### src/design/cfs_pkg.sv
package cfs_pkg;

	localparam int ELEM_W     = 32;
	localparam int COUNT_W    = 24;
	localparam int SS_W       = 64;
	localparam int ACC_W      = 64;
	localparam int HALF_W     = ACC_W / 2;
	localparam int HCNT_W     = COUNT_W + 1;
	localparam int SIZE_W     = 32;
	localparam int DEN_W      = 2 * HCNT_W;
	localparam int SN_W       = SS_W + HCNT_W;
	localparam int DIVD_W     = SN_W + 1;
	localparam int REM_W      = DEN_W + 1;
	localparam int DIV_CNT_W  = $clog2(DIVD_W);
	localparam int QDEPTH     = 4;
	localparam int QPTR_W     = $clog2(QDEPTH);
	localparam int QCNT_W     = QPTR_W + 1;

	typedef struct packed {
		logic signed [ELEM_W-1:0] ls_elem;
		logic signed [ELEM_W-1:0] pt_elem;
		logic                     with_point;
		logic [COUNT_W-1:0]       point_count;
		logic [SS_W-1:0]          square_sum;
		logic                     last_elem;
	} item_t;

	typedef struct packed {
		logic [SIZE_W-1:0] cluster_size;
		logic              degenerate;
		logic              saturated;
	} result_t;

	typedef struct packed {
		item_t item;
		logic  first;
	} qentry_t;

	typedef struct packed {
		logic              start;
		logic [DIVD_W-1:0] dividend;
		logic [DEN_W-1:0]  divisor;
	} root_req_t;

	typedef struct packed {
		logic              done;
		logic              overflow;
		logic [SIZE_W-1:0] root;
	} root_rsp_t;

endpackage

### src/design/cfs_front.sv
module cfs_front (
	input  logic              clk,
	input  logic              arst_n,
	input  logic              start,
	input  cfs_pkg::item_t    item,
	output logic              busy,
	input  logic              pop,
	output cfs_pkg::qentry_t  head,
	output logic              empty
);

	cfs_pkg::qentry_t                mem_q [cfs_pkg::QDEPTH];
	logic [cfs_pkg::QPTR_W-1:0]      wr_ptr_q;
	logic [cfs_pkg::QPTR_W-1:0]      rd_ptr_q;
	logic [cfs_pkg::QCNT_W-1:0]      cnt_q;
	logic                            first_q;
	logic                            push;
	cfs_pkg::qentry_t                new_entry;

	assign busy      = (cnt_q == cfs_pkg::QCNT_W'(cfs_pkg::QDEPTH));
	assign empty     = (cnt_q == '0);
	assign push      = start && !busy;
	assign head      = mem_q[rd_ptr_q];
	assign new_entry = '{item: item, first: first_q};

	// The first item of a vector is marked here; it opens a new feature in the back end.
	always_ff @(posedge clk or negedge arst_n) begin
		if (!arst_n) begin
			wr_ptr_q <= '0;
			rd_ptr_q <= '0;
			cnt_q    <= '0;
			first_q  <= 1'b1;
		end else begin
			if (push) begin
				wr_ptr_q <= wr_ptr_q + 1'b1;
				first_q  <= item.last_elem;
			end
			if (pop) begin
				rd_ptr_q <= rd_ptr_q + 1'b1;
			end
			if (push && !pop) begin
				cnt_q <= cnt_q + 1'b1;
			end else if (pop && !push) begin
				cnt_q <= cnt_q - 1'b1;
			end
		end
	end

	always_ff @(posedge clk) begin
		if (push) begin
			mem_q[wr_ptr_q] <= new_entry;
		end
	end

endmodule

### config.mk
export PLATFORM = sky130hd
export DESIGN_NAME = cfs_front
export DESIGN_NICKNAME = d
export VERILOG_FILES = /design/src/design/cfs_pkg.sv /design/src/design/cfs_front.sv
export SDC_FILE = /design/constraint.sdc
export NUM_CORES = 1
export LEC_CHECK = 0
export BUFFER_PORTS_ARGS = -buffer_cell sky130_fd_sc_hd__buf_2
export CORE_ASPECT_RATIO = 1.4
export CORE_MARGIN = 10
export CORE_UTILIZATION = 25
export CTS_CLUSTER_DIAMETER = 200
export DETAILED_ROUTE_END_ITERATION = 12
export SYNTH_ARGS = -nofsm -noshare
export SYNTH_HDL_FRONTEND = slang
export SYNTH_SLANG_ARGS = --single-unit
### constraint.sdc
create_clock -name clk -period 6.1 [get_ports clk]
set_input_delay 0 -clock clk [delete_from_list [all_inputs] [get_ports clk]]
set_output_delay 0 -clock clk [all_outputs]
set_load 0.02 [all_outputs]
# Word-level counts from Yosys, hierarchy flattened

Memories as Yosys holds them, arrays and structs flattened.
Index checks and enable logic that the tools add are counted.

Bits of input ports: 158
Memory bits (writable): 620
Memories: 1
Bits in registers: 8
Output and inout bits: 157

Reduce and logical (&&, ||, !) cells: 8
Add/subtract/negate cells: 4
Muxes and demuxes: 4
Equal/unequal tests: 1

Memories:

| name  | depth | bits a word | rd ports | clocked after memory_dff | write ports | line            | source |
|---|---|---|---|---|---|---|---|
| mem_q | 4     | 155         | 1        | 0                        | 1           | cfs_front.sv:12 | `cfs_pkg::qentry_t mem_q [cfs_pkg::QDEPTH];` |

Operators with widths:

| cell                                                                | number |
|---|---|
| 3-bit two-way mux                                                   | 2 |
| 2-bit by 1-bit adder with 2-bit output (second input constant)      | 2 |
| 3-bit by 1-bit adder with 3-bit output (second input constant)      | 1 |
| 3-bit == test (second input constant)                               | 1 |
| 1-bit logical AND                                                   | 3 |
| 1-bit logical NOT                                                   | 3 |
| 3-bit logical NOT                                                   | 1 |
| 3-bit by 1-bit subtractor with 3-bit output (second input constant) | 1 |
| 1-bit two-way mux                                                   | 2 |
| 2-bit nonzero test                                                  | 1 |

# Logic depth before layout (Yosys ltp)

Word-level depth: 7
Gate-level depth with buffers: 9

# Worst setup path after synthesis

Ideal clock, no wire load.

Path type: register to register
Start point: register cnt_q[2] in the netlist's numbering
End point: memory mem_q[0][0] in the netlist's numbering (enable)
Library setup time: 0.534 ns
Clock period less this slack: 4.965 ns
Cell stages (with the launch flop): 5
Slack: 1.135 ns
Data arrival time: 4.431 ns
Buffers on the path: 1
Cells stage by stage: dfrtp_1 nor3b_2 nor2b_1 buf_2 and2_1

Cells in the longest elaborated chain, start to end: 5

RTL lines:

| what                                    | line            | source |
|---|---|---|
| start, declared                         | cfs_front.sv:15 | `logic [cfs_pkg::QCNT_W-1:0] cnt_q;` |
| start signal, assigned                  | cfs_front.sv:42 | `cnt_q <= cnt_q + 1'b1;` |
| start signal, assigned                  | cfs_front.sv:44 | `cnt_q <= cnt_q - 1'b1;` |
| 3-bit == test                           | cfs_front.sv:20 | `assign busy = (cnt_q == cfs_pkg::QCNT_W'(cfs_pkg::QDEPTH));` |
| net busy                                | cfs_front.sv:6  | `output logic busy,` |
| 1-bit logical NOT                       | cfs_front.sv:22 | `assign push = start && !busy;` |
| 1-bit logical AND                       | cfs_front.sv:22 |  |
| net push                                | cfs_front.sv:17 | `logic push;` |
| 1-bit two-way mux                       | cfs_front.sv:50 | `if (push) begin` |
| 1-bit two-way mux (not written as such) | cfs_front.sv:51 | `mem_q[wr_ptr_q] <= new_entry;` |
| end, declared                           | cfs_front.sv:12 |  |

The timed path passes the listed nets, and every way through them passes these cells.

==> PnR_summary.wiki <==
{| class="wikitable"
! Metric !! Value
|-
| Deepest clock path buffer count || 3
|-
| Number of iterations in the first detailed-routing pass || 5
|-
| Net count reported at finish || around 1500
|-
| Number of antenna violations at the first check in global routing || 6
|-
| Ratio of cells with drive above 1 in the final layout || between 40% and 50%
|-
| Height of the chip || about 380 um
|-
| Syn. warnings || 0
|-
| Synth unique cells || 20
|-
| Wire length of the first global-routing pass || approximately 79000 um
|-
| Final standard cell area without fillers || approximately 30000 um2
|-
| Clock transition at path regs || 0.06 ns
|-
| Post-route minimum period || around 3.0 ns
|-
| Number of instances in the placed design || ~2300
|-
| Count of vias placed by the detailed router || roughly 11000
|-
| Period Utilization, post-route || 49.6%
|-
| Aggregate global routing overflow || 0
|-
| Endpoints failing setup || 0
|-
| Buffer cell driving the clock tree root || sky130_fd_sc_hd__clkbuf_16
|-
| Final slew viol count || 0
|-
| Standby leakage power || between 9 and 10 nW
|-
| Element type at the critical path end || primary output
|-
| Post-CTS Repair Setup Buffers || 0
|-
| Worst hold slack after final layout || about 0.13 ns
|-
| DR vias/cell || between 4 and 5
|-
| H-tree depth || 2
|-
| Class of the most critical hold timing path || in2reg
|-
| Number of gates resized after cts || 0
|-
| Num CTS Buffers || 60
|-
| Starting utilization of the core area || between 20% and 30%
|-
| Routed wire length per instance || between 20 and 25 um
|-
| Number of hold-repair buffers added at the cts stage || around 160
|-
| Most frequent cells in the layout || 620 x sky130_fd_sc_hd__edfxtp_1, 314 x sky130_fd_sc_hd__buf_2, 158 x sky130_fd_sc_hd__dlygate4sd3_1
|-
| Worst-path maximum fanout || 41
|-
| Area post-placement || 25800 um2
|-
| Pwr dens || 482 nW/um2
|-
| Proportion of synthesized chip area in sequential cells || between 80 and 90%
|-
| Fmax || between 300 and 400 MHz
|-
| Commonest non-fill, non-tap cell in the layout || sky130_fd_sc_hd__edfxtp_1
|-
| Placed wire-length estimate || between 30000 and 40000 um
|-
| Clock insertion delay at the later pin of the skew report || roughly 0.62 ns
|-
| Crit path arrival time || ~3 ns
|-
| Routed Antenna Nets || 0
|-
| Row Count || about 130
|-
| Max-capacitance violation count || 0
|-
| Die area || 104000 um2
|-
| Clk sink count || ~630
|-
| Number of hold-slack violations in the final timing report || 0
|-
| Drt initial violations || 696
|-
| Net count after synthesis || 1011
|-
| Sum of routed wire length over all layers || 53000 um
|-
| Maximum number of pins on one net before global-route repair || approximately 100
|-
| R2r setup slk || 3.08 ns
|-
| Category of the worst setup path launch point || register
|-
| Horizontal die dimension || between 200 and 300 um
|-
| Status || finished, final reports clean
|-
| Synthesized instance count || approximately 850
|-
| GPL Wtd Cong || 0.695
|-
| Post-Syn Area || between 20000 and 25000 um2
|-
| Tightest slew margin relative to the limit || between 30% and 40%
|-
| Max Clock Skew || around 0.019 ns
|-
| Via count of the first global-routing pass || 12290
|-
| Synthesized area divided by synthesized cell count || between 20 and 30 um2
|-
| Fin cells || 2606
|-
| Critical path type || reg2out
|-
| Aggregate negative setup slack || 0 ns
|-
| # port buffers || between 300 and 400
|-
| I/O pin count || between 300 and 400
|-
| Required time of the critical path || 6.10 ns
|-
| Setup repair after global routing missed its margin || no
|-
| Filler instances || between 8000 and 9000
|-
| Yosys reg bits || ~630
|-
| Tightest Pin Transition || 0.938 ns
|-
| Area growth from synthesis to layout || 28.1%
|-
| Drc violations || 0
|-
| Floorplan Core Area || about 90000 um2
|-
| Maximum VDD drop || between 200 and 300 uV
|-
| Final Total Pwr || between 10 and 15 mW
|-
| TritonCTS clock tree || done
|-
| Total track usage || approximately a tenth
|}
-- stage by stage --
step / util [%] / setup WS [ns]
after global placement: 28.4 / 3.09
after global routing: 32.2 / 2.82
after CTS: 32.2 / 2.91
final: 32.2 / 3.08
after detailed placement: 28.4 / 2.99
after floorplan: - / 1.13
-- critical path, cell delays in order, from the launching register on --
cell and delay (ns):
sky130_fd_sc_hd__dfrtp_4 0.75, sky130_fd_sc_hd__buf_4 0.73, sky130_fd_sc_hd__mux4_2 0.63, sky130_fd_sc_hd__buf_2 0.19
-- power by group --
group / switching (mW) / internal, mW
Clock: 1.59 / 2.02
Sequential: 0.306 / 5.71
Combinational: 2.74 / 1.76
-- registers in the layout (all words and copies together) (netlist names) --
name / cells
mem_q: 620
cnt_q: 3
rd_ptr_q: 2
wr_ptr_q: 2
first_q: 1
-- worst paths after layout --
check | to | from | depth (start not counted)
setup reg to reg | mem_q[1][103] | cnt_q[2] | 4
max in group asynchronous | first_q | arst_n | 3
min in group asynchronous | rd_ptr_q[0] | arst_n | 3
hold / removal | mem_q[1][14] | item[13] | 2
setup / recovery | head[120] | rd_ptr_q[0] | 3
hold reg to reg | cnt_q[2] | cnt_q[2] | 1
-- Yosys cell counts --
library cell	instances	area, um2
sky130_fd_sc_hd__and2_1	4	25.0
sky130_fd_sc_hd__dfstp_2	1	26.3
sky130_fd_sc_hd__nor3_1	1	5.00
sky130_fd_sc_hd__nor3b_2	1	12.5
sky130_fd_sc_hd__inv_1	4	15.0
sky130_fd_sc_hd__xor2_1	3	26.3
sky130_fd_sc_hd__buf_6	5	56.3
sky130_fd_sc_hd__nor2b_1	1	6.26
sky130_fd_sc_hd__ha_1	5	62.6
sky130_fd_sc_hd__nand2_1	1	3.75
sky130_fd_sc_hd__dfrtp_1	7	175
sky130_fd_sc_hd__edfxtp_1	620	18600
sky130_fd_sc_hd__nor2_1	1	3.75
sky130_fd_sc_hd__mux4_2	155	3490
sky130_fd_sc_hd__buf_2	18	90.1
sky130_fd_sc_hd__xnor2_1	3	26.3
sky130_fd_sc_hd__clkbuf_1	2	7.51
sky130_fd_sc_hd__buf_8	11	165
sky130_fd_sc_hd__fa_1	1	20.0
sky130_fd_sc_hd__mux2_2	3	33.8
-- layer usage --
layer  up-vias  wire, um  track usage, %  part of all wire [%]
met5         -        41               0                 0.077
li1       4713         -               -                     -
met2       305     28200            18.1                    53
met4         6      1550            3.56                   2.9
met3        92      3990            3.14                   7.5
met1      5691     19200            11.1                    36
-- cell type report --
class                           count  area [um2]  share of cell area (%)
Clock buffer                       69        1540                    5.24
Clock inverter                     42         365                    1.25
Timing Repair Buffer              486        3320                    11.3
Inverter                            4        15.0                  0.0513
Tap cell                         1197        1500                    5.11
Sequential cell                   628       18800                    64.3
Multi-Input combinational cell    179        3730                    12.7
Antenna cell                        1        2.50                 0.00854
-- cell families after synthesis --
kind of cell | count (synthesis) | synth area share, %
flip-flops | 628 | 82.3
multiplexers | 158 | 15.4
buffers and inverters | 40 | 1.46
AND/OR/NAND/NOR | 9 | 0.246
XOR/XNOR | 6 | 0.230
adder cells (fa/ha/maj) | 6 | 0.361
Note: power is estimated with default switching activity, not from simulation.
