$ cat config.mk
export PLATFORM = sky130hd
export DESIGN_NAME = cfs_root
export DESIGN_NICKNAME = d
export VERILOG_FILES = /design/src/design/cfs_pkg.sv /design/src/design/cfs_root.sv
export SDC_FILE = /design/constraint.sdc
export NUM_CORES = 1
export LEC_CHECK = 0
export BUFFER_PORTS_ARGS = -buffer_cell sky130_fd_sc_hd__buf_2
export CORE_ASPECT_RATIO = 0.9
export CORE_MARGIN = 4
export CORE_UTILIZATION = 30
export CTS_CLUSTER_DIAMETER = 60
export DETAILED_ROUTE_END_ITERATION = 10
export GPL_TIMING_DRIVEN = 0
export SYNTH_ARGS = -nofsm -noshare
export SYNTH_HDL_FRONTEND = slang
export SYNTH_SLANG_ARGS = --single-unit
$ cat constraint.sdc
create_clock -name clk -period 8.46 [get_ports clk]
set_input_delay 1.692 -clock clk [delete_from_list [all_inputs] [get_ports clk]]
set_output_delay 1.692 -clock clk [all_outputs]
set_load 0.02 [all_outputs]
$ cat src/design/cfs_pkg.sv
package cfs_pkg;

	localparam int ELEM_W     = 32;
	localparam int COUNT_W    = 24;
	localparam int SS_W       = 64;
	localparam int ACC_W      = 64;
	localparam int HALF_W     = ACC_W / 2;
	localparam int HCNT_W     = COUNT_W + 1;
	localparam int SIZE_W     = 32;
	localparam int DEN_W      = 2 * HCNT_W;
	localparam int SN_W       = SS_W + HCNT_W;
	localparam int DIVD_W     = SN_W + 1;
	localparam int REM_W      = DEN_W + 1;
	localparam int DIV_CNT_W  = $clog2(DIVD_W);
	localparam int QDEPTH     = 4;
	localparam int QPTR_W     = $clog2(QDEPTH);
	localparam int QCNT_W     = QPTR_W + 1;

	typedef struct packed {
		logic signed [ELEM_W-1:0] ls_elem;
		logic signed [ELEM_W-1:0] pt_elem;
		logic                     with_point;
		logic [COUNT_W-1:0]       point_count;
		logic [SS_W-1:0]          square_sum;
		logic                     last_elem;
	} item_t;

	typedef struct packed {
		logic [SIZE_W-1:0] cluster_size;
		logic              degenerate;
		logic              saturated;
	} result_t;

	typedef struct packed {
		item_t item;
		logic  first;
	} qentry_t;

	typedef struct packed {
		logic              start;
		logic [DIVD_W-1:0] dividend;
		logic [DEN_W-1:0]  divisor;
	} root_req_t;

	typedef struct packed {
		logic              done;
		logic              overflow;
		logic [SIZE_W-1:0] root;
	} root_rsp_t;

endpackage

$ cat src/design/cfs_root.sv
module cfs_root (
	input  logic                clk,
	input  logic                arst_n,
	input  cfs_pkg::root_req_t  req,
	output cfs_pkg::root_rsp_t  rsp
);

	localparam logic [1:0] R_IDLE = 2'd0;
	localparam logic [1:0] R_DIV  = 2'd1;
	localparam logic [1:0] R_CHK  = 2'd2;
	localparam logic [1:0] R_SQRT = 2'd3;

	logic [1:0]                      state_q;
	logic [cfs_pkg::DIV_CNT_W-1:0]   cnt_q;
	logic [cfs_pkg::DIVD_W-1:0]      dq_q;
	logic [cfs_pkg::REM_W-1:0]       rem_q;
	logic [cfs_pkg::DEN_W-1:0]       den_q;
	logic [cfs_pkg::ACC_W-1:0]       x_q;
	logic [cfs_pkg::ACC_W-1:0]       res_q;
	logic [cfs_pkg::ACC_W-1:0]       bit_q;
	logic                            done_q;
	logic                            ovf_q;
	logic [cfs_pkg::SIZE_W-1:0]      root_q;

	logic [cfs_pkg::REM_W-1:0]       rem_sh;
	logic                            rem_ge;
	logic [cfs_pkg::ACC_W-1:0]       trial;
	logic                            x_ge;
	logic [cfs_pkg::ACC_W-1:0]       res_n;

	assign rem_sh = {rem_q[cfs_pkg::REM_W-2:0], dq_q[cfs_pkg::DIVD_W-1]};
	assign rem_ge = (rem_sh >= {1'b0, den_q});
	assign trial  = res_q + bit_q;
	assign x_ge   = (x_q >= trial);
	assign res_n  = x_ge ? ((res_q >> 1) + bit_q) : (res_q >> 1);

	assign rsp = '{done: done_q, overflow: ovf_q, root: root_q};

	// Restoring division one quotient bit a cycle, then, unless the quotient overflows, a digit-by-digit square root.
	always_ff @(posedge clk or negedge arst_n) begin
		if (!arst_n) begin
			state_q <= R_IDLE;
			cnt_q   <= '0;
			done_q  <= 1'b0;
		end else begin
			done_q <= 1'b0;
			unique case (state_q)
				R_IDLE: begin
					if (req.start) begin
						cnt_q   <= '0;
						state_q <= R_DIV;
					end
				end
				R_DIV: begin
					cnt_q <= cnt_q + 1'b1;
					if (cnt_q == cfs_pkg::DIV_CNT_W'(cfs_pkg::DIVD_W - 1)) begin
						state_q <= R_CHK;
					end
				end
				R_CHK: begin
					if (|dq_q[cfs_pkg::DIVD_W-1:cfs_pkg::ACC_W]) begin
						done_q  <= 1'b1;
						state_q <= R_IDLE;
					end else begin
						state_q <= R_SQRT;
					end
				end
				R_SQRT: begin
					if (bit_q[0]) begin
						done_q  <= 1'b1;
						state_q <= R_IDLE;
					end
				end
				default: begin
					state_q <= R_IDLE;
				end
			endcase
		end
	end

	always_ff @(posedge clk) begin
		unique case (state_q)
			R_IDLE: begin
				dq_q  <= req.dividend;
				den_q <= req.divisor;
				rem_q <= '0;
			end
			R_DIV: begin
				rem_q <= rem_ge ? (rem_sh - {1'b0, den_q}) : rem_sh;
				dq_q  <= {dq_q[cfs_pkg::DIVD_W-2:0], rem_ge};
			end
			R_CHK: begin
				ovf_q  <= |dq_q[cfs_pkg::DIVD_W-1:cfs_pkg::ACC_W];
				root_q <= '1;
				x_q    <= dq_q[cfs_pkg::ACC_W-1:0];
				res_q  <= '0;
				bit_q  <= cfs_pkg::ACC_W'(1) << (cfs_pkg::ACC_W - 2);
			end
			R_SQRT: begin
				if (x_ge) begin
					x_q <= x_q - trial;
				end
				res_q  <= res_n;
				bit_q  <= bit_q >> 2;
				root_q <= res_n[cfs_pkg::SIZE_W-1:0];
			end
			default: begin
				root_q <= '1;
			end
		endcase
	end

endmodule

==> Yosys cells after proc, flatten, opt, wreduce, memory -nomap -nowiden <==
Cells that the tools add are included.
{ "totals": {"elab_cells": 52, "inputBits": 143, "output_inout_bits": 34, "regBits": 425} }
{ "op_classes": {"n_eq_ne": 8, "mux": 19, "order_cmp": 2, "n_addsub": 5, "n_reduce_logical": 7} }
{ "ops": {"columns": ["cell", "count"], "rows": [
  ["one-hot mux 64 bit (2 select lines)", 3],
  ["one-hot mux 90 bit (2 select lines)", 1],
  ["two-way mux 64 bit", 2],
  ["one-hot mux 50 bit (2 select lines)", 1],
  ["adder 63 x 64 -> 64 bit", 1],
  ["adder 64 bit", 1],
  [">= comparator 64 bit", 1],
  ["one-hot mux 32 bit (2 select lines)", 1],
  ["subtractor 64 bit", 1],
  [">= comparator 51 x 50 -> 1 bit", 1],
  ["two-way mux 50 bit", 1],
  ["subtractor 50 bit", 1],
  ["OR reduction 26 bit", 1],
  ["one-hot mux 7 bit (2 select lines)", 1],
  ["two-way mux 2 bit", 4],
  ["inequality test 2 bit (second input constant)", 4],
  ["one-hot mux 2 bit (4 select lines)", 1],
  ["adder 7 x 1 -> 7 bit (second input constant)", 1],
  ["== test 7 bit (second input constant)", 1],
  ["two-way mux 7 bit", 1],
  ["== test 2 bit (second input constant)", 2],
  ["AND reduction 2 bit", 2],
  ["nonzero test 2 bit", 2],
  ["AND reduction 3 bit", 1],
  ["4 further kinds", 5]
]} }

==> Logic depth before layout (Yosys ltp) <==
Gate-level depths: netlist (run 1).
{ "logic_depth": {"ltp_word": 4, "depth_mapped": 25, "ltp_nobuf": 23} }

==> Worst setup path before layout (run 1) <==
OpenSTA, ideal clock, no wires.
{ "synth_path": {"path_type": "reg2reg", "startpoint": "reg res_q[4] (netlist bit)", "endpoint": "reg x_q[0] (netlist bit), enable pin", "t_arrival_ns": 7.936, "setup_time_ns": 0.507, "required_time_ns": 7.953, "setup_slack_ns": 0.017, "period_less_slack_ns": 8.443, "stages_incl_launch_ff": 20, "path_buffers": 2, "cell_sequence": "edfxtp_1 -> ha_1 -> nand2_1 -> o21ai_1 -> a21oi_1 -> o31ai_2 -> a21oi_1 -> o41ai_2 -> a21oi_1 -> o21a_1 -> xor2_1 -> ha_1 -> clkbuf_1 -> nand4_1 -> or4_1 -> a211o_1 -> a31o_2 -> a21o_1 -> buf_2 -> a21oi_1"} }
{ "synth_via": {"elab_chain_len": 4} }
{ "synth_lines": {"columns": ["item", "line_no", "text"], "rows": [
  ["start, declared", "cfs_root.sv:19", "logic [cfs_pkg::ACC_W-1:0] res_q;"],
  ["start signal, assigned", "cfs_root.sv:103", "res_q <= res_n;"],
  ["adder 64 bit", "cfs_root.sv:33", "assign trial = res_q + bit_q;"],
  [">= comparator 64 bit", "cfs_root.sv:34", "assign x_ge = (x_q >= trial);"],
  ["inequality test 2 bit (no line)", null, null],
  ["AND reduction 2 bit (no line)", null, null],
  ["end signal, assigned", "cfs_root.sv:95", "x_q <= dq_q[cfs_pkg::ACC_W-1:0];"],
  ["end signal, assigned", "cfs_root.sv:101", "x_q <= x_q - trial;"],
  ["end, declared", "cfs_root.sv:18", "logic [cfs_pkg::ACC_W-1:0] x_q;"]
]} }
Every way passes these cells.
A chain may end at the register's enable or synchronous reset.

==> Worst setup path in the final report (run 1) <==
{ "layout_path": {"startpoint": "reg bit_q[0] (netlist bit)", "endpoint": "reg x_q[30] (netlist bit), enable pin"} }
{ "layout_via": {"elab_chain_len": 4} }
{ "layout_lines": {"columns": ["item", "line_no", "text"], "rows": [
  ["start, declared", "cfs_root.sv:20", "logic [cfs_pkg::ACC_W-1:0] bit_q;"],
  ["start signal, assigned", "cfs_root.sv:97", "bit_q <= cfs_pkg::ACC_W'(1) << (cfs_pkg::ACC_W - 2);"],
  ["start signal, assigned", "cfs_root.sv:104", "bit_q <= bit_q >> 2;"],
  ["adder 64 bit", "cfs_root.sv:33", null],
  [">= comparator 64 bit", "cfs_root.sv:34", null],
  ["inequality test 2 bit (no line)", null, null],
  ["AND reduction 2 bit (no line)", null, null]
]} }
Every way passes these cells.

==> results of run 1 <==
==> stage by stage <==
step	cell area, um^2	instances	hold WS [ns]	utilization
3_5_place_dp	30000	4399	0.483	0.330
2_1_floorplan	27500	2987	0.452	-
6_report	31800	4498	0.503	0.350
3_3_place_gp	29900	4393	0.480	0.328
4_1_cts	31800	4497	0.494	0.349
5_1_grt	31800	4497	0.531	0.349
==> layer usage <==
metal | GRT usage | routed length (um) | part of all wire | vias to the layer above
met5 | 0 | 13 | 0.00016 | -
met1 | 0.236 | 39700 | 0.48 | 10900
li1 | - | - | - | 11400
met2 | 0.259 | 35700 | 0.43 | 716
met3 | 0.0254 | 4830 | 0.058 | 145
met4 | 0.0502 | 2480 | 0.030 | 2
==> Yosys cell counts (37+ instances only) <==
master    number  area share
mux2i_1       45       0.016
o21ai_0      174       0.032
nand4_1       51       0.012
and3_1        66       0.015
xnor2_1      115       0.037
o21bai_1      45       0.012
nand3_1       52      0.0095
ha_1         182       0.083
clkbuf_1     101       0.014
inv_1        102       0.014
a211oi_1      37       0.010
xor2_1        87       0.028
a21oi_1      197       0.036
nand2_1      598       0.082
nor2_1       213       0.029
a31oi_1       72       0.016
a21o_1        75       0.020
edfxtp_1     383        0.42
==> cells by family (layout without fill, tap and decap cells) <==
kind of cell	count (synthesis)	after routing	share of synthesized area
flip-flops	393	393	0.428
multiplexers	51	51	0.0189
AND/OR/NAND/NOR	1127	1127	0.181
adder cells (fa/ha/maj)	184	184	0.0844
AO/OA/AOI/OAI	789	789	0.188
XOR/XNOR	202	202	0.0644
buffers and inverters	241	521	0.0356
other	0	1	0
==> registers in the layout (all words and copies together) (netlist names) <==
| signal | flops |
|---|---|
| bit_q | 32 |
| cnt_q | 7 |
| den_q | 50 |
| done_q | 1 |
| dq_q | 90 |
| ovf_q | 1 |
| rem_q | 50 |
| res_q | 64 |
| root_q | 32 |
| state_q | 2 |
| x_q | 64 |
==> report_power, final <==
group / switching, mW / leakage (nW) / total (mW) / internal, mW
Combinational: 0.0181 / 8.08 / 0.0414 / 0.0233
Sequential: 0 / 3.79 / 2.11 / 2.11
Clock: 0.934 / 0.844 / 2.26 / 1.33
==> final cells by class <==
class | instances | area, um^2 | share of cell area
multi-input combinational | 2353 | 14800 | 0.464
sequential | 393 | 11800 | 0.369
tap | 1230 | 1540 | 0.0484
clock buffer | 59 | 1390 | 0.0437
timing repair buffer | 182 | 1010 | 0.0318
buffer | 138 | 596 | 0.0187
inverter | 103 | 392 | 0.0123
clock inverter | 39 | 384 | 0.0121
antenna | 1 | 2.50 | 0.0000786
==> final timing paths <==
path | from | endpoint | slack, ns | depth (start not counted)
max reg2reg | bit_q[0]$_SDFFCE_PP0P_ | x_q[30]$_DFFE_PP_ | 0.73 | 25
max in group asynchronous | arst_n | cnt_q[4]$_DFFE_PN0P_ | 7.28 | 1
min | cnt_q[6]$_DFFE_PN0P_ | cnt_q[6]$_DFFE_PN0P_ | 0.50 | 1
min in group asynchronous | arst_n | cnt_q[0]$_DFFE_PN0P_ | 0.97 | 1
min reg2reg | cnt_q[6]$_DFFE_PN0P_ | cnt_q[6]$_DFFE_PN0P_ | 0.50 | 1
max | bit_q[0]$_SDFFCE_PP0P_ | x_q[30]$_DFFE_PP_ | 0.73 | 25
==> metrics.txt, run 1 <==
Chip Width roughly 330 um; vias in the first global route approximately 22000; Cell Rows 105; grt total ovfl 0; via count 23200; GP Congestion 0.876; CP startpoint kind flop; I/O Buffers 176; HP Class reg2reg; max-slew violation count 0; Clk Latency, worst-skew pair ~0.61 ns; Remaining DRCs 0; total power 4.41 mW; Iteration-0 DRC Markers 1935; core area 0.0910 mm^2; status finished clean; Pwr Density ~140 mW/mm^2; Post-CTS Setup Inserts 0; Worst-path clk slew 0.06 ns; Final Setup Violations 0; CTS sink count 393; Layout area overhead 15.9%; skew final around 0.025 ns; CP delay by family, top compound AO/OA/AOI/OAI gates; Final HPWL DP 63800 um; Fin. Hold Viols 0; relative slew slack 0.191; pre-CTS setup slack 0.764 ns; Critical Path AT 8.03 ns; Mapped Cells about 3000; WL/cell ~18 um; Final min period around 7.7 ns; crit path kind reg2reg; Avg Inst Size Synth 9.20 um^2; Critical Path Sink Type flop; most frequent cells in the layout nand2_1, edfxtp_1, nor2_1, a21oi_1, buf_2; Die Y-Extent between 200 and 300 um; I/O pins approximately 180; clock root cell clkbuf_16; setup_tns 0 ns; Total Routing Usage GR 0.165; maximum vdd drop 0.165 mV; initial antenna violation count 5; Crit path largest cell delay 0.77 ns; syn_nets 3314; TritonCTS buffer count 54; WP data required 8.76 ns; TritonRoute pass-1 iters 6; initial core utilization 0.302; Yosys reg bits 393; Worst Max-Slew Pin Slew around 1.2 ns; post-CTS sizing 0; filler instances 9338; top_reg_cell synth edfxtp_1; CP Buf/Inv Count 4; die area 0.0965 mm^2; first-pass GRT wire length 127000 um; Total Wirelength 82700 um; YS warnings 0; commonest non-fill, non-tap cell in the layout nand2_1; EDFF count, synth 383; routed vias/inst 5.16; CP max stage cell a21oi_4; Routed Antenna Nets 0; hold_buf cts 0; Seq/Total Area, Yosys 0.428; post-synthesis cell type count 87; setup slack after layout 0.726 ns; fin nets 3552; layout cells sized above 1 0.111; period utilization 0.914; level count of the clock H-tree 2; max-cap violations 0; RSZ-0062 raised after global routing no; Clock Path Buffers 3; async set-reset flop share out of synthesis 0.0254; pin count of the biggest net entering global routing 95; Syn Std Cell Area 0.0275 mm^2; Max Fclk 0.129 GHz; CTS tree built; Pleak about 13 nW; CP max FO 26
Note: power is estimated with default switching activity, not from simulation.
==> inputs of run 2 (changes only) <==
--- a/config.mk
+++ b/config.mk
@@ -12,6 +12,8 @@
 export CTS_CLUSTER_DIAMETER = 60
 export DETAILED_ROUTE_END_ITERATION = 10
 export GPL_TIMING_DRIVEN = 0
+export PLACE_DENSITY = 0.53
+export REMOVE_ABC_BUFFERS = 1
 export SYNTH_ARGS = -nofsm -noshare
 export SYNTH_HDL_FRONTEND = slang
 export SYNTH_SLANG_ARGS = --single-unit
==> metrics.txt, run 2 (same netlist as run 1, synthesis figures left out) <==
status finished clean; RSZ-0062 raised after global routing no; skew final 0.0274 ns (+0.00246 ns); WP data required 8.77 ns (about the same); WL/cell 17.6 um (-4.4%); Total Routing Usage GR 0.156 (-0.00988); I/O pins 177 (unchanged); Routed Antenna Nets 0 (unchanged); final core occ 0.348 (-0.00143); Pleak 12.7 nW (-0.43%); HP Class reg2reg; Worst-path clk slew 0.06 ns (about the same); filler instances 9353 (+0.16%); Fin. Hold Viols 0 (unchanged); Worst Max-Slew Pin Slew 1.04 ns (-0.172 ns); area of the multi-input gates 0.0148 mm^2 (+0.32%); Final Setup Violations 0 (unchanged); Remaining DRCs 0 (unchanged); CP startpoint kind flop; initial antenna violation count 10 (+5); Worst path most repeated cell a21oi_1; Die Y-Extent 295 um (unchanged); clock root cell clkbuf_16; CP delay by family, top compound AO/OA/AOI/OAI gates; Max Fclk 0.135 GHz (+4.1%); commonest non-fill, non-tap cell in the layout nand2_1; most frequent cells in the layout nand2_1, edfxtp_1, nor2_1, a21oi_1, ha_1; Final HPWL DP 58300 um (-8.7%); relative slew slack 0.299 (+0.108); via count 22300 (-4.0%); crit path kind reg2reg; post-CTS sizing 0 (unchanged); Critical Path AT 7.74 ns (-0.29 ns); Final Non-Filler Cells 4382 (-2.6%); worst reg-to-reg setup slack 1.03 ns (+0.30 ns); Final min period 7.43 ns (-0.304 ns); Most flops, register dq_q; maximum vdd drop 0.158 mV (-4.4%); Chip Width 327 um (unchanged); CP max FO 26 (unchanged); GP Congestion 0.856 (-2.3%); pin count of the biggest net entering global routing 96 (+1.1%); TritonCTS buffer count 57 (+5.6%); fin nets 3427 (-3.5%); top flop regs dq_q: 90 flops, res_q: 64 flops, x_q: 64 flops; CTS tree built; Post-Place Cells 4271 (-2.9%); routed vias/inst 5.08 (-1.5%); reg-to-reg endpoint x_q[10]$_DFFE_PP_; Clk Latency, worst-skew pair 0.62 ns (about the same); Layout area overhead 15.4%; Clock Path Buffers 3 (unchanged); CP Buf/Inv Count 2 (-2); Min Hold Slack 0.504 ns (+0.00159 ns); Pwr Density 144 mW/mm^2 (+4.2%); hold_buf cts 0 (unchanged); Placed Instance Area 0.0297 mm^2 (-1.0%); I/O Buffers 176 (unchanged); Storage cell area 0.0118 mm^2 (about the same); period utilization 0.878 (-0.0359); die area 0.0965 mm^2 (unchanged); max-cap violations 0 (unchanged); core area 0.0910 mm^2 (unchanged); max FFs per register 90 (unchanged); Design Area, Final 0.0317 mm^2 (-0.41%); level count of the clock H-tree 2 (unchanged); Critical Path Sink Type flop; initial core utilization 0.302 (unchanged); crit path from res_q[18]$_SDFFCE_PP0P_; grt total ovfl 0 (unchanged); Worst R2R Start res_q[18]$_SDFFCE_PP0P_; WP depth 20 (-20%); Reg2Reg Depth 20 (-20%); Cell Rows 105 (unchanged); CP max stage cell a21oi_4; Post-CTS Setup Inserts 0 (unchanged); worst setup path endpoint x_q[10]$_DFFE_PP_; Crit path largest cell delay 0.66 ns (-0.11 ns); crit-path cells ha_1, nand3_1, o31ai_1, a21oi_1, o31ai_2, a21oi_1, o41ai_2, a21oi_1, o21a_1, o21ai_0, xnor2_1, ha_1, nand4_1, or4_1, a211o_1, a31o_2, a21o_1, a21oi_4, buf_12, buf_12; vias in the first global route 21500 (-4.3%); TritonRoute pass-1 iters 6 (unchanged); first-pass GRT wire length 121000 um (-5.0%); Total Wirelength 77100 um (-6.8%); layout cells sized above 1 0.111 (+0.000341); max-slew violation count 0 (unchanged); Iteration-0 DRC Markers 1508 (-22%); CTS sink count 393 (unchanged)
==> run 2: cell types whose count changed in the layout (fill, tap and decap cells not counted), sizes merged <==
| cell | before | now |
|---|---|---|
| clkinvlp | 8 | 5 |
| clkinv | 19 | 14 |
| diode | 1 | 3 |
| clkbuf | 161 | 78 |
| inv | 111 | 108 |
| buf | 218 | 192 |
| bufinv | 4 | 6 |
==> run 2: area by class of cell <==
class	instances	share of cell area
Clock inverter	30	0.0124
Clock buffer	78	0.0488
Inverter	103	0.0126
Multi-Input combinational cell	2353	0.467
Sequential cell	393	0.371
Tap cell	1230	0.0486
Antenna cell	3	0.000237
Timing Repair Buffer	192	0.0394
==> run 2: worst min-delay path by stage <==
| stage | startpoint | end | slack (ns) | cells past startpoint |
|---|---|---|---|---|
| final | cnt_q[6]$_DFFE_PN0P_ | cnt_q[6]$_DFFE_PN0P_ | 0.50 | 1 |
| after global routing | cnt_q[6]$_DFFE_PN0P_ | cnt_q[6]$_DFFE_PN0P_ | 0.53 | 1 |
| after CTS | cnt_q[6]$_DFFE_PN0P_ | cnt_q[6]$_DFFE_PN0P_ | 0.50 | 1 |
| after detailed placement | cnt_q[6]$_DFFE_PN0P_ | cnt_q[6]$_DFFE_PN0P_ | 0.49 | 1 |
| after global placement | cnt_q[6]$_DFFE_PN0P_ | cnt_q[6]$_DFFE_PN0P_ | 0.48 | 1 |
| after floorplan | cnt_q[6]$_DFFE_PN0P_ | cnt_q[6]$_DFFE_PN0P_ | 0.45 | 1 |
==> run 2: power breakdown <==
group	switching [mW]	total [mW]	internal (mW)	leakage [nW]
Sequential	0	2.11	2.11	3.79
Combinational	0.0150	0.0382	0.0232	7.95
Clock	0.949	2.43	1.48	0.924
==> run 2: per-layer routing <==
metal	vias to the layer above	GRT usage	share of wire
li1	11200	-	-
met1	10500	0.225	0.49
met2	482	0.245	0.43
met3	108	0.0247	0.051
met4	10	0.0375	0.020
met5	-	0	0.00077
==> run 2: through the flow <==
stage / worst slack (ns) / setup TNS (ns) / total power [mW]
global placement: -10.97 / -3665.98 / 2.19
CTS: 1.01 / 0 / 4.65
detailed placement: 1.07 / 0 / 2.19
global route: 0.553 / 0 / 4.73
finish: 1.03 / 0 / 4.58
floorplan: -3.32 / -539.28 / 2.15
